File: src/rsob_pkg.sv
// ----------------------------------------------------------------------------
// rsob_pkg: shared types and constants for the RGBA source-over blender
// Channel widths, the divide-by-255 reciprocal and the item structs that
// travel between the blender's pipeline sections.
// ----------------------------------------------------------------------------
package rsob_pkg;

  // Channel geometry
  localparam int CH_W      = 8;
  localparam int NUM_LANES = 3;

  // Full-scale level and rounding bias of the alpha term
  localparam logic [CH_W-1:0] FULL_LEVEL = 8'd255;
  localparam logic [15:0]     HALF_DOWN  = 16'd127;

  // floor(x / 255) == (x * 0x8081) >> 23, exact for any 16-bit x
  localparam logic [31:0] RECIP_255   = 32'h0000_8081;
  localparam int          RECIP_SHIFT = 23;

  // Color numerator: two 16-bit products plus rounding, below 2^17
  localparam int NUM_W = 17;

  // Divider: restoring steps per pipeline stage
  localparam int DIV_STEPS  = 2;
  localparam int DIV_STAGES = CH_W / DIV_STEPS;

  typedef logic [CH_W-1:0]  chan_t;
  typedef logic [NUM_W-1:0] num_t;

  // Lane order in the color arrays: 0 red, 1 green, 2 blue
  typedef struct packed {
    chan_t [NUM_LANES-1:0] src_col;
    chan_t                 src_alpha;
    chan_t [NUM_LANES-1:0] dst_col;
    chan_t                 dst_alpha;
  } pix_t;

  // Item between the product section and the divider
  typedef struct packed {
    num_t [NUM_LANES-1:0] num;
    chan_t                alpha;
  } mix_t;

  typedef struct packed {
    chan_t [NUM_LANES-1:0] col;
    chan_t                 alpha;
  } res_t;

  // Quotient by 255; callers keep x at or below 65279 so the result fits
  function automatic chan_t div255(input logic [15:0] x);
    logic [31:0] prod;
    prod = 32'(x) * RECIP_255;
    return prod[RECIP_SHIFT+CH_W-1:RECIP_SHIFT];
  endfunction

endpackage

File: src/rsob_if.sv
// ----------------------------------------------------------------------------
// rsob_if: valid/ready channels of the RGBA source-over blender
// Pixel-pair input channel and blended-pixel result channel.
// ----------------------------------------------------------------------------
interface rsob_in_if;
  logic       valid;
  logic       ready;
  logic [7:0] src_red;
  logic [7:0] src_green;
  logic [7:0] src_blue;
  logic [7:0] src_alpha;
  logic [7:0] dst_red;
  logic [7:0] dst_green;
  logic [7:0] dst_blue;
  logic [7:0] dst_alpha;

  modport source (
    output valid, src_red, src_green, src_blue, src_alpha,
    output dst_red, dst_green, dst_blue, dst_alpha,
    input  ready
  );
  modport sink (
    input  valid, src_red, src_green, src_blue, src_alpha,
    input  dst_red, dst_green, dst_blue, dst_alpha,
    output ready
  );
endinterface

interface rsob_out_if;
  logic       valid;
  logic       ready;
  logic [7:0] out_red;
  logic [7:0] out_green;
  logic [7:0] out_blue;
  logic [7:0] out_alpha_level;

  modport source (
    output valid, out_red, out_green, out_blue, out_alpha_level,
    input  ready
  );
  modport sink (
    input  valid, out_red, out_green, out_blue, out_alpha_level,
    output ready
  );
endinterface

File: src/rsob_front.sv
// ----------------------------------------------------------------------------
// rsob_front: product section of the source-over blender
// Five register stages that form the output alpha and, per color lane,
// the numerator sc*sa + floor(dc*da*(255-sa)/255) + oa/2.
// ----------------------------------------------------------------------------
module rsob_front import rsob_pkg::*; (
  input  logic clk,
  input  logic rst_n,
  input  logic in_valid,
  output logic in_ready,
  input  pix_t in_pix,
  output logic out_valid,
  input  logic out_ready,
  output mix_t out_mix
);

  localparam int STAGES = 5;

  logic [STAGES-1:0] v_r;
  logic [STAGES-1:0] en;

  // Stage A: da*(255-sa) and the premultiplied source
  logic [15:0]                 a_t_r, a_t_nxt;
  logic [NUM_LANES-1:0][15:0]  a_sp_r, a_sp_nxt;
  chan_t [NUM_LANES-1:0]       a_dc_r;
  chan_t                       a_sa_r;
  chan_t                       a_isa;

  // Stage B: t / 255 and output alpha
  chan_t                       b_quo_r, b_quo_nxt;
  chan_t                       b_oa_r, b_oa_nxt;
  logic [15:0]                 b_t_r;
  logic [NUM_LANES-1:0][15:0]  b_sp_r;
  chan_t [NUM_LANES-1:0]       b_dc_r;

  // Stage C: dc * (t / 255) and dc * (t % 255)
  chan_t                       c_rem;
  logic [NUM_LANES-1:0][15:0]  c_hi_r, c_hi_nxt;
  logic [NUM_LANES-1:0][15:0]  c_lo_r, c_lo_nxt;
  logic [NUM_LANES-1:0][15:0]  c_sp_r;
  chan_t                       c_oa_r;

  // Stage D: remainder product over 255
  chan_t [NUM_LANES-1:0]       d_lo_r, d_lo_nxt;
  logic [NUM_LANES-1:0][15:0]  d_hi_r;
  logic [NUM_LANES-1:0][15:0]  d_sp_r;
  chan_t                       d_oa_r;

  // Stage E: numerator sum
  mix_t                        e_mix_r, e_mix_nxt;

  // Advance a stage when it is empty or the next one moves
  always_comb begin
    en[STAGES-1] = !v_r[STAGES-1] || out_ready;
    for (int s = STAGES - 2; s >= 0; s--) begin
      en[s] = !v_r[s] || en[s+1];
    end
  end

  assign in_ready  = en[0];
  assign out_valid = v_r[STAGES-1];
  assign out_mix   = e_mix_r;

  always_ff @(posedge clk) begin
    if (!rst_n) begin
      v_r <= '0;
    end else begin
      if (en[0]) begin
        v_r[0] <= in_valid;
      end
      for (int s = 1; s < STAGES; s++) begin
        if (en[s]) begin
          v_r[s] <= v_r[s-1];
        end
      end
    end
  end

  // Stage A products
  always_comb begin
    a_isa   = FULL_LEVEL - in_pix.src_alpha;
    a_t_nxt = 16'(in_pix.dst_alpha) * 16'(a_isa);
    for (int c = 0; c < NUM_LANES; c++) begin
      a_sp_nxt[c] = 16'(in_pix.src_col[c]) * 16'(in_pix.src_alpha);
    end
  end

  // Stage B: t + 127 stays below 65279, so both quotients fit 8 bits
  always_comb begin
    b_quo_nxt = div255(a_t_r);
    b_oa_nxt  = a_sa_r + div255(a_t_r + HALF_DOWN);
  end

  // Stage C: t % 255 = t - 256*q + q
  always_comb begin
    c_rem = CH_W'(b_t_r - {b_quo_r, 8'h00} + 16'(b_quo_r));
    for (int c = 0; c < NUM_LANES; c++) begin
      c_hi_nxt[c] = 16'(b_dc_r[c]) * 16'(b_quo_r);
      c_lo_nxt[c] = 16'(b_dc_r[c]) * 16'(c_rem);
    end
  end

  // Stage D
  always_comb begin
    for (int c = 0; c < NUM_LANES; c++) begin
      d_lo_nxt[c] = div255(c_lo_r[c]);
    end
  end

  // Stage E: add source part, destination part and half the alpha
  always_comb begin
    e_mix_nxt.alpha = d_oa_r;
    for (int c = 0; c < NUM_LANES; c++) begin
      e_mix_nxt.num[c] = NUM_W'(d_sp_r[c]) + NUM_W'(d_hi_r[c]) + NUM_W'(d_lo_r[c])
                       + NUM_W'(d_oa_r >> 1);
    end
  end

  // Payload registers, loaded with their stage
  always_ff @(posedge clk) begin
    if (en[0]) begin
      a_t_r  <= a_t_nxt;
      a_sp_r <= a_sp_nxt;
      a_dc_r <= in_pix.dst_col;
      a_sa_r <= in_pix.src_alpha;
    end
    if (en[1]) begin
      b_quo_r <= b_quo_nxt;
      b_oa_r  <= b_oa_nxt;
      b_t_r   <= a_t_r;
      b_sp_r  <= a_sp_r;
      b_dc_r  <= a_dc_r;
    end
    if (en[2]) begin
      c_hi_r <= c_hi_nxt;
      c_lo_r <= c_lo_nxt;
      c_sp_r <= b_sp_r;
      c_oa_r <= b_oa_r;
    end
    if (en[3]) begin
      d_lo_r <= d_lo_nxt;
      d_hi_r <= c_hi_r;
      d_sp_r <= c_sp_r;
      d_oa_r <= c_oa_r;
    end
    if (en[4]) begin
      e_mix_r <= e_mix_nxt;
    end
  end

endmodule

File: src/rsob_div.sv
// ----------------------------------------------------------------------------
// rsob_div: pipelined rounding divider of the source-over blender
// Divides each lane numerator by the output alpha with a restoring
// divider, two quotient bits per stage; saturates at full level and
// forces zero color when the alpha is zero.
// ----------------------------------------------------------------------------
module rsob_div import rsob_pkg::*; (
  input  logic clk,
  input  logic rst_n,
  input  logic in_valid,
  output logic in_ready,
  input  mix_t in_mix,
  output logic out_valid,
  input  logic out_ready,
  output res_t out_res
);

  localparam int LAST = DIV_STAGES - 1;

  logic [DIV_STAGES-1:0] v_r;
  logic [DIV_STAGES-1:0] en;

  // Partial remainders and overflow flags are dropped at the last stage
  num_t  [NUM_LANES-1:0] rem_r   [LAST];
  num_t  [NUM_LANES-1:0] rem_nxt [LAST];
  logic  [NUM_LANES-1:0] ovf_r   [LAST];
  logic  [NUM_LANES-1:0] ovf_nxt [LAST];
  chan_t [NUM_LANES-1:0] q_r     [DIV_STAGES];
  chan_t [NUM_LANES-1:0] q_nxt   [DIV_STAGES];
  chan_t                 oa_r    [DIV_STAGES];
  chan_t                 oa_nxt  [DIV_STAGES];

  // Advance a stage when it is empty or the next one moves
  always_comb begin
    en[LAST] = !v_r[LAST] || out_ready;
    for (int s = LAST - 1; s >= 0; s--) begin
      en[s] = !v_r[s] || en[s+1];
    end
  end

  assign in_ready  = en[0];
  assign out_valid = v_r[LAST];

  always_comb begin
    for (int c = 0; c < NUM_LANES; c++) begin
      out_res.col[c] = q_r[LAST][c];
    end
    out_res.alpha = oa_r[LAST];
  end

  always_ff @(posedge clk) begin
    if (!rst_n) begin
      v_r <= '0;
    end else begin
      if (en[0]) begin
        v_r[0] <= in_valid;
      end
      for (int s = 1; s < DIV_STAGES; s++) begin
        if (en[s]) begin
          v_r[s] <= v_r[s-1];
        end
      end
    end
  end

  // Restoring steps; the first stage also flags quotients of 256 or more
  always_comb begin
    num_t  rem;
    num_t  sh;
    chan_t q;
    chan_t oa;
    logic  ovf;
    for (int s = 0; s < DIV_STAGES; s++) begin
      if (s == 0) begin
        oa = in_mix.alpha;
      end else begin
        oa = oa_r[s-1];
      end
      oa_nxt[s] = oa;
      for (int c = 0; c < NUM_LANES; c++) begin
        if (s == 0) begin
          rem = in_mix.num[c];
          q   = '0;
          ovf = (rem >= (NUM_W'(oa) << CH_W));
        end else begin
          rem = rem_r[s-1][c];
          q   = q_r[s-1][c];
          ovf = ovf_r[s-1][c];
        end
        for (int j = 0; j < DIV_STEPS; j++) begin
          sh = NUM_W'(oa) << (CH_W - 1 - s * DIV_STEPS - j);
          if (rem >= sh) begin
            rem = rem - sh;
            q   = {q[CH_W-2:0], 1'b1};
          end else begin
            q   = {q[CH_W-2:0], 1'b0};
          end
        end
        if (s == LAST) begin
          if (oa == '0) begin
            q = '0;
          end else if (ovf) begin
            q = FULL_LEVEL;
          end
        end else begin
          rem_nxt[s][c] = rem;
          ovf_nxt[s][c] = ovf;
        end
        q_nxt[s][c] = q;
      end
    end
  end

  // Payload registers, loaded with their stage
  always_ff @(posedge clk) begin
    for (int s = 0; s < DIV_STAGES; s++) begin
      if (en[s]) begin
        q_r[s]  <= q_nxt[s];
        oa_r[s] <= oa_nxt[s];
        if (s < LAST) begin
          rem_r[s] <= rem_nxt[s];
          ovf_r[s] <= ovf_nxt[s];
        end
      end
    end
  end

endmodule

File: src/rgba_source_over_blend.sv
// ----------------------------------------------------------------------------
// rgba_source_over_blend: source-over compositing of 8-bit RGBA pixels
// Blends a straight-alpha source pixel over a destination pixel.
// ----------------------------------------------------------------------------
// Usage:
//   in_ch carries one source/destination pixel pair per item; out_ch carries
//   the blended pixel. Both are valid/ready channels; an item moves on a
//   rising edge with valid and ready high.
//   Five stages form the products and the output alpha, then four stages of
//   a restoring divider (two quotient bits per stage) divide each color by
//   that alpha. Throughput is one pixel per cycle while out_ch.ready stays
//   high; every stage has its own valid bit and ready chain, so bubbles
//   close up.
//   When the receiver stalls, the result holds in the output register and
//   the stages behind it keep filling until the pipeline is full; only then
//   does in_ch.ready drop. Nothing is lost or repeated.
//   A synchronous reset (rst_n low) empties the pipeline; data in flight is
//   dropped. Colors saturate at 255; a zero output alpha gives an all-zero
//   pixel.
// ----------------------------------------------------------------------------
module rgba_source_over_blend import rsob_pkg::*; (
  input logic        clk,
  input logic        rst_n,
  rsob_in_if.sink    in_ch,
  rsob_out_if.source out_ch
);

  pix_t in_pix;
  mix_t f_mix;
  logic f_valid;
  logic f_ready;
  res_t d_res;
  logic d_valid;

  // Pack the input channel
  always_comb begin
    in_pix.src_col[0] = in_ch.src_red;
    in_pix.src_col[1] = in_ch.src_green;
    in_pix.src_col[2] = in_ch.src_blue;
    in_pix.src_alpha  = in_ch.src_alpha;
    in_pix.dst_col[0] = in_ch.dst_red;
    in_pix.dst_col[1] = in_ch.dst_green;
    in_pix.dst_col[2] = in_ch.dst_blue;
    in_pix.dst_alpha  = in_ch.dst_alpha;
  end

  rsob_front u_front (
    .clk       (clk),
    .rst_n     (rst_n),
    .in_valid  (in_ch.valid),
    .in_ready  (in_ch.ready),
    .in_pix    (in_pix),
    .out_valid (f_valid),
    .out_ready (f_ready),
    .out_mix   (f_mix)
  );

  rsob_div u_div (
    .clk       (clk),
    .rst_n     (rst_n),
    .in_valid  (f_valid),
    .in_ready  (f_ready),
    .in_mix    (f_mix),
    .out_valid (d_valid),
    .out_ready (out_ch.ready),
    .out_res   (d_res)
  );

  // Drive the result channel
  assign out_ch.valid           = d_valid;
  assign out_ch.out_red         = d_res.col[0];
  assign out_ch.out_green       = d_res.col[1];
  assign out_ch.out_blue        = d_res.col[2];
  assign out_ch.out_alpha_level = d_res.alpha;

`ifndef NO_ASSERTIONS
  // Zero alpha forces a fully transparent black pixel
  a_zero_alpha: assert property (@(posedge clk) disable iff (!rst_n)
    out_ch.valid && out_ch.out_alpha_level == 8'd0 |->
      out_ch.out_red == 8'd0 && out_ch.out_green == 8'd0 && out_ch.out_blue == 8'd0)
    else $error("nonzero color with zero output alpha");

  // A numerator item stalled at the divider holds until taken
  a_mid_hold: assert property (@(posedge clk) disable iff (!rst_n)
    f_valid && !f_ready |=> f_valid && $stable(f_mix))
    else $error("internal item changed while stalled");

  // Reset empties the pipeline
  a_reset_empty: assert property (@(posedge clk)
    !rst_n |=> !out_ch.valid && !f_valid)
    else $error("pipeline not empty after reset");
`endif

endmodule
File: src/flat_wrapper.sv
// flat-port wrapper written by rule: the top's interface ports become plain ports
module rgba_source_over_blend_flat import rsob_pkg::*;
  (clk, rst_n, in_ch_valid, in_ch_src_red, in_ch_src_green, in_ch_src_blue, in_ch_src_alpha, in_ch_dst_red, in_ch_dst_green, in_ch_dst_blue, in_ch_dst_alpha, in_ch_ready, out_ch_valid, out_ch_out_red, out_ch_out_green, out_ch_out_blue, out_ch_out_alpha_level, out_ch_ready);
  rsob_in_if in_ch_i ();
  rsob_out_if out_ch_i ();
  input logic clk;
  input logic rst_n;
  input wire logic [$bits(in_ch_i.valid)-1:0] in_ch_valid;
  input wire logic [$bits(in_ch_i.src_red)-1:0] in_ch_src_red;
  input wire logic [$bits(in_ch_i.src_green)-1:0] in_ch_src_green;
  input wire logic [$bits(in_ch_i.src_blue)-1:0] in_ch_src_blue;
  input wire logic [$bits(in_ch_i.src_alpha)-1:0] in_ch_src_alpha;
  input wire logic [$bits(in_ch_i.dst_red)-1:0] in_ch_dst_red;
  input wire logic [$bits(in_ch_i.dst_green)-1:0] in_ch_dst_green;
  input wire logic [$bits(in_ch_i.dst_blue)-1:0] in_ch_dst_blue;
  input wire logic [$bits(in_ch_i.dst_alpha)-1:0] in_ch_dst_alpha;
  output wire logic [$bits(in_ch_i.ready)-1:0] in_ch_ready;
  output wire logic [$bits(out_ch_i.valid)-1:0] out_ch_valid;
  output wire logic [$bits(out_ch_i.out_red)-1:0] out_ch_out_red;
  output wire logic [$bits(out_ch_i.out_green)-1:0] out_ch_out_green;
  output wire logic [$bits(out_ch_i.out_blue)-1:0] out_ch_out_blue;
  output wire logic [$bits(out_ch_i.out_alpha_level)-1:0] out_ch_out_alpha_level;
  input wire logic [$bits(out_ch_i.ready)-1:0] out_ch_ready;
  assign in_ch_i.valid = in_ch_valid;
  assign in_ch_i.src_red = in_ch_src_red;
  assign in_ch_i.src_green = in_ch_src_green;
  assign in_ch_i.src_blue = in_ch_src_blue;
  assign in_ch_i.src_alpha = in_ch_src_alpha;
  assign in_ch_i.dst_red = in_ch_dst_red;
  assign in_ch_i.dst_green = in_ch_dst_green;
  assign in_ch_i.dst_blue = in_ch_dst_blue;
  assign in_ch_i.dst_alpha = in_ch_dst_alpha;
  assign in_ch_ready = in_ch_i.ready;
  assign out_ch_valid = out_ch_i.valid;
  assign out_ch_out_red = out_ch_i.out_red;
  assign out_ch_out_green = out_ch_i.out_green;
  assign out_ch_out_blue = out_ch_i.out_blue;
  assign out_ch_out_alpha_level = out_ch_i.out_alpha_level;
  assign out_ch_i.ready = out_ch_ready;
  rgba_source_over_blend u_core (.clk(clk), .rst_n(rst_n), .in_ch(in_ch_i), .out_ch(out_ch_i));
endmodule
File: config.mk
export PLATFORM = sky130hd
export DESIGN_NAME = rgba_source_over_blend_flat
export DESIGN_NICKNAME = d
export VERILOG_FILES = /design/src/rsob_pkg.sv /design/src/rsob_if.sv /design/src/rsob_front.sv /design/src/rsob_div.sv /design/src/rgba_source_over_blend.sv /design/src/flat_wrapper.sv
export SDC_FILE = /design/constraint.sdc
export NUM_CORES = 2
export LEC_CHECK = 0
export BUFFER_PORTS_ARGS = -buffer_cell sky130_fd_sc_hd__buf_2
export CAP_MARGIN = 20
export CORE_ASPECT_RATIO = 0.75
export CORE_UTILIZATION = 60
export CTS_BUF_LIST = sky130_fd_sc_hd__clkbuf_2
export DETAILED_ROUTE_END_ITERATION = 12
export GPL_TIMING_DRIVEN = 1
export PLACE_DENSITY = 0.8
export SLEW_MARGIN = 25
export SYNTH_ARGS = -nofsm -noshare
export SYNTH_HDL_FRONTEND = slang
export SYNTH_SLANG_ARGS = --single-unit
File: constraint.sdc
create_clock -name clk -period 16.2 [get_ports clk]
set_input_delay 2.43 -clock clk [delete_from_list [all_inputs] [get_ports clk]]
set_output_delay 2.43 -clock clk [all_outputs]
set_load 0.05 [all_outputs]
# ---- Yosys cells after proc, flatten, opt, wreduce, memory -nomap -nowiden
# Memory sizes are Yosys's and may differ from the RTL's.
# Cells that the tools add are included.
dict set report word_totals {
  ram_bits 290
  latch_bits 0
  elab_cells 209
  mem_count 4
  rom_bits 0
  ff_bits 540
  output_inout_bits 34
}
# memory depth word_bits rd rd_clocked_by_memory_dff wr line_no
set mem_list {}
lappend mem_list {u_core.u_div.rem_r 3 51 3 0 3 rsob_div.sv:24} ;# num_t [NUM_LANES-1:0] rem_r [LAST];
lappend mem_list {u_core.u_div.q_r 4 24 4 0 4 rsob_div.sv:28} ;# chan_t [NUM_LANES-1:0] q_r [DIV_STAGES];
lappend mem_list {u_core.u_div.oa_r 4 8 4 0 4 rsob_div.sv:30} ;# chan_t oa_r [DIV_STAGES];
lappend mem_list {u_core.u_div.ovf_r 3 3 3 0 3 rsob_div.sv:26} ;# logic [NUM_LANES-1:0] ovf_r [LAST];
dict set report classes {
  n_addsub 35
  n_div 0
  magnitude_cmp 27
  multipliers 15
  bitwise_logic 0
  n_eq_ne 0
  n_reduce_logical 19
  mux 59
  shifts 0
}
# operator count
set ops {}
lappend ops {{$mux W17} 21}
lappend ops {{$mul A8 B8 Y16} 10}
lappend ops {{$mul A16 B16 Y31 const B} 5}
lappend ops {{$add A16 B16 Y17} 3}
lappend ops {{$add A17 B7 Y17} 3}
lappend ops {{$add A17 B8 Y17} 3}
lappend ops {{$ge A17 B10 Y1} 3}
lappend ops {{$ge A17 B11 Y1} 3}
lappend ops {{$ge A17 B12 Y1} 3}
lappend ops {{$ge A17 B13 Y1} 3}
lappend ops {{$ge A17 B14 Y1} 3}
lappend ops {{$ge A17 B15 Y1} 3}
lappend ops {{$ge A17 B16 Y1} 3}
lappend ops {{$ge A17 B8 Y1} 3}
lappend ops {{$ge A17 B9 Y1} 3}
lappend ops {{$sub A17 B10 Y17} 3}
lappend ops {{$sub A17 B11 Y17} 3}
lappend ops {{$sub A17 B12 Y17} 3}
lappend ops {{$sub A17 B13 Y17} 3}
lappend ops {{$sub A17 B14 Y17} 3}
lappend ops {{$sub A17 B15 Y17} 3}
lappend ops {{$sub A17 B9 Y17} 3}
lappend ops {{$mux W8} 6}
lappend ops {{$mux W1} 32}
lappend ops {{other kinds (7)} 24}

# ---- Logic depth before layout (Yosys ltp)
dict set report logic_depth {
  word_depth 10
  mapped_depth 29
  depth_no_buf 29
}

# ---- Hierarchy
# Synthesis repeated with hierarchy kept, for this count alone.
dict set report unflattened {
  cells_unflattened 6173
  area_unflattened_um2 67223.2
}
# module seq_area_each_um2 cells_each area_each_um2 instances
set by_module_without_submodules {}
lappend by_module_without_submodules {rsob_front 16045.4 3976 46191.8 1}
lappend by_module_without_submodules {rsob_div 7707.4 2197 21031.4 1}

# ---- Least setup slack after synthesis
# Ideal clock, no wire load.
dict set report synth_timing {
  path_kind {input-to-output}
  from {in out_ch_ready}
  to {out in_ch_ready}
  required_ns 13.770
  path_stages 6
  path_buffers 0
  t_arrival_ns 5.914
  setup_slack_ns 7.856
  path_cell_list {nor2b_1 > and2_1 > and3_1 > and3_1 > and2_1 > nand3_1}
}
dict set report synth_between {
  elab_chain_cells 9
}
# item line_no
set synth_rtl {}
lappend synth_rtl {{from (decl)} flat_wrapper.sv:23} ;# input wire logic [$bits(out_ch_i.ready)-1:0] out_ch_ready;
lappend synth_rtl {{$logic_or A1 B1 Y1} rsob_div.sv:35} ;# en[LAST] = !v_r[LAST] || out_ready;
lappend synth_rtl {{$logic_or A1 B1 Y1 (3 in series)} rsob_div.sv:37} ;# en[s] = !v_r[s] || en[s+1];
lappend synth_rtl {{$logic_or A1 B1 Y1} rsob_front.sv:54} ;# en[STAGES-1] = !v_r[STAGES-1] || out_ready;
lappend synth_rtl {{$logic_or A1 B1 Y1 (4 in series)} rsob_front.sv:56} ;# en[s] = !v_r[s] || en[s+1];
lappend synth_rtl {{to (decl)} flat_wrapper.sv:17} ;# output wire logic [$bits(in_ch_i.ready)-1:0] in_ch_ready;
# No other way between the ends.

# ---- Worst setup path in the final report
# Ends and elaborated chain as after synthesis.

==> results.yml <==
outcome:
  status: "completed"
die:
  core-area_sq_um: 110000
  dieArea_sq_um: 112000
  initial_utilization: 0.607
  rows: 105
  die_h_um: 291
  io_pins: 102
  die_x_um: 387
global_routing:
  grt_max_degree: 75
  antenna_found_initial: 8
  grt_pass1_vias: 46235
  grt_pass1_wl_um: 231000
  track_usage: 0.256
  grt_remaining_overflow: 0
logic_synthesis:
  synth_top_area_frac: 0.354
  syn_nets: 7562
  synth_edf_count: 785
  yosys_register_bits: 794
  avgSynthCellArea_sq_um: 11.0
  synth_cells: 6073
  async_flop_share: 0
  ys_top_cells_by_count: "ha_1, edfxtp_1, inv_1"
  netlist_top_cells_area: "edfxtp_1, ha_1, fa_1"
  synth_warnings: 0
  ys_seq_area_frac: 0.357
  yosysMostFrequentCell: "ha_1"
  syn_area_sq_um: 66600
  yosys.area.top_type: "edfxtp_1"
  synthFlopType: "edfxtp_1"
  ys_types: 106
sta:
  max_freq_mhz: 139
  rsz0062_at_grt: "no"
  slew_headroom: 0.284
  setup_ws_ns: 8.98
  worstMarginPinSlew_ns: 1.07
  final.setup.tns_ns: 0
  drv_slew: 0
  fin_skew_ns: 0.118
  fin_crit_ns: 7.22
  setup_violations: 0
  hold_viol_final: 0
  min_period_over_period: 0.446
hold_path:
  hold-path-endpoint: "u_core.u_front.d_hi_r[40]$_DFFE_PP_"
  min-delay-start: "u_core.u_front.c_hi_r[40]$_DFFE_PP_"
  hold_path_class: "reg -> reg"
  hold_depth: 0
setup_path:
  end_kind: "primary output"
  critPathTopFamily: "simple AND/OR/NAND/NOR gates"
  path_cells: "buf_2 > nor2b_1 > and2_1 > and3_1 > and3_1 > and2_1 > nand3_4 > buf_2"
  path_buf_inv: 2
  reg2reg_from: "u_core.u_front.a_t_r[0]$_DFFE_PP_"
  path_max_fanout: 27
  path_class: "in -> out"
  worstPathArrival_ns: 4.79
  rr_worst_depth: 28
  cp-start-kind: "input port"
  cp.required_ns: 13.77
  critPathMaxStageDelay_ns: 0.40
  r2r_slack_ns: 9.05
  slowest_stage: "and2_1"
  r2r-end: "u_core.u_front.b_oa_r[7]$_DFFE_PP_"
routing:
  ant_nets: 0
  vias_per_cell: 5.72
  firstDrtPassIters: 7
  totalWireLength_um: 142000
  vias: 45006
  drt-wirelength-per-cell_um: 18.0
  drt-initial-drc-count: 2921
  drc: 0
cells_and_area:
  finalNonFillerCells: 7868
  final.fill_count: 8381
  nets: 7764
  finish.utilization: 0.643
  drive_gt1_frac: 0.0884
  syn2layout_area_growth_pct: 5.87
placed_design:
  dp_hpwl_um: 109000
  routabilityCongestion: 0.922
  port_buffers: 101
  place_inst: 7529
  dpl_worst_slack_ns: 8.92
clocking:
  h-tree-depth: 4
  cts_tree: "built"
  cts_buffers: 188
  cts.sinks: 794
  ctsHoldBuffers: 0
  cts_root_buf: "clkbuf_2"
  cts_resized: 0
  worst_skew_pair.late_latency_ns: 1.56
  clk_pin_slew_worst_paths_ns: 0.12
  cts_setup_buffers: 0
  clockBufferDepth: 3
flow_run:
  drv_cap: 0
-- registers in the layout (all words and copies together), names as in the netlist, 5 cells and up --
register,count
u_core.u_front.v_r,5
u_core.u_front.c_oa_r,8
u_core.u_front.a_t_r,16
u_core.u_div.rem_r,153
u_core.u_front.d_lo_r,24
u_core.u_front.c_lo_r,48
u_core.u_front.out_mix,59
u_core.u_front.b_sp_r,48
u_core.u_front.c_hi_r,48
u_core.u_front.a_sp_r,48
u_core.u_front.d_sp_r,48
u_core.u_div.oa_r,32
u_core.u_front.a_dc_r,24
u_core.u_front.b_dc_r,24
u_core.u_front.b_oa_r,8
u_core.u_front.a_sa_r,8
u_core.u_div.q_r,60
u_core.u_front.b_t_r,8
u_core.u_front.c_sp_r,48
u_core.u_front.d_hi_r,48
u_core.u_div.ovf_r,9
u_core.u_front.b_quo_r,8
u_core.u_front.d_oa_r,8
-- layout by cell type, fill, tap and decap left out, types with 29 or more instances in the layout --
| master | netlist | routed |
|---|---|---|
| and2_1 | 370 | 370 |
| mux2_2 | 64 | 64 |
| xnor2_1 | 259 | 259 |
| o21ai_0 | 225 | 225 |
| nand3_1 | 48 | 47 |
| inv_1 | 702 | 698 |
| nor2_1 | 371 | 371 |
| ha_1 | 990 | 990 |
| fa_1 | 431 | 431 |
| clkinv_1 | 1 | 37 |
| clkbuf_2 | 2 | 252 |
| nand2_1 | 379 | 376 |
| xor2_1 | 88 | 88 |
| nand4_1 | 53 | 53 |
| nor3_1 | 88 | 87 |
| a21o_1 | 100 | 100 |
| buf_2 | 2 | 101 |
| o21a_1 | 47 | 47 |
| o41ai_1 | 29 | 29 |
| nand2b_1 | 74 | 74 |
| buf_4 | 0 | 30 |
| a21oi_1 | 238 | 238 |
| edfxtp_1 | 785 | 785 |
| nor2b_1 | 137 | 137 |
| a21boi_0 | 56 | 56 |
-- worst max path at each step --
stage / start / to / slack (ns) / cells after the start
2_1_floorplan: out_ch_ready / in_ch_ready / 7.86 / 6
3_3_place_gp: out_ch_ready / in_ch_ready / 8.96 / 8
3_5_place_dp: out_ch_ready / in_ch_ready / 8.92 / 8
4_1_cts: out_ch_ready / in_ch_ready / 8.90 / 8
5_1_grt: u_core.u_front.a_t_r[0]$_DFFE_PP_ / u_core.u_front.b_oa_r[7]$_DFFE_PP_ / 8.50 / 28
6_report: out_ch_ready / in_ch_ready / 8.98 / 8
-- worst reg2reg max path: cells and delay by family (launching register included) --
kind / cells / cell delay, ns
adders and majority gates: 6 / 1.59
DFF: 1 / 0.52
buffers and inverters: 1 / 0.16
and+or+nand+nor: 6 / 1.39
xor gates and xnor gates: 5 / 1.32
AOI/OAI and AO/OA: 10 / 1.91
-- cell type report --
cell class                      count  area [sq um]  area share
Clock buffer                      252          1260      0.0179
Sequential cell                   794         23800       0.337
Antenna cell                        8          20.0    0.000284
Tap cell                         1444          1810      0.0256
Clock inverter                     79           523     0.00742
Multi-Input combinational cell   4455         39800       0.564
Timing Repair Buffer              131           731      0.0104
Inverter                          705          2660      0.0377
-- layer usage --
| metal | up-vias | part of all wire | wire length [um] | global-route usage |
|---|---|---|---|---|
| met5 | - | 0.00026 | 37 | 0 |
| met4 | 6 | 0.036 | 5080 | 0.110 |
| met3 | 295 | 0.055 | 7730 | 0.0371 |
| met2 | 1343 | 0.48 | 67400 | 0.430 |
| met1 | 21687 | 0.43 | 61500 | 0.332 |
| li1 | 21675 | - | - | - |
-- through the flow --
stage	area (sq um)	hold slack, ns
2_1_floorplan	66600	0.400
3_3_place_gp	68700	0.400
3_5_place_dp	68700	0.405
4_1_cts	70500	0.319
5_1_grt	70500	0.323
6_report	70500	0.317
-- kinds of logic (layout without fill, tap and decap cells) --
family / Yosys count / in the layout / share of synthesized area
xor gates and xnor gates: 347 / 347 / 0.0456
adders and majority gates: 1422 / 1422 / 0.316
AOI/OAI and AO/OA: 905 / 905 / 0.0879
and+or+nand+nor: 1683 / 1683 / 0.130
other: 0 / 8 / 0
buffers and inverters: 824 / 1167 / 0.0472
muxes: 98 / 98 / 0.0165
DFF: 794 / 794 / 0.357
Power is left out: the tool's default activity adds up to more than one toggle a clock period on the data nets, which glitch-free logic cannot reach.
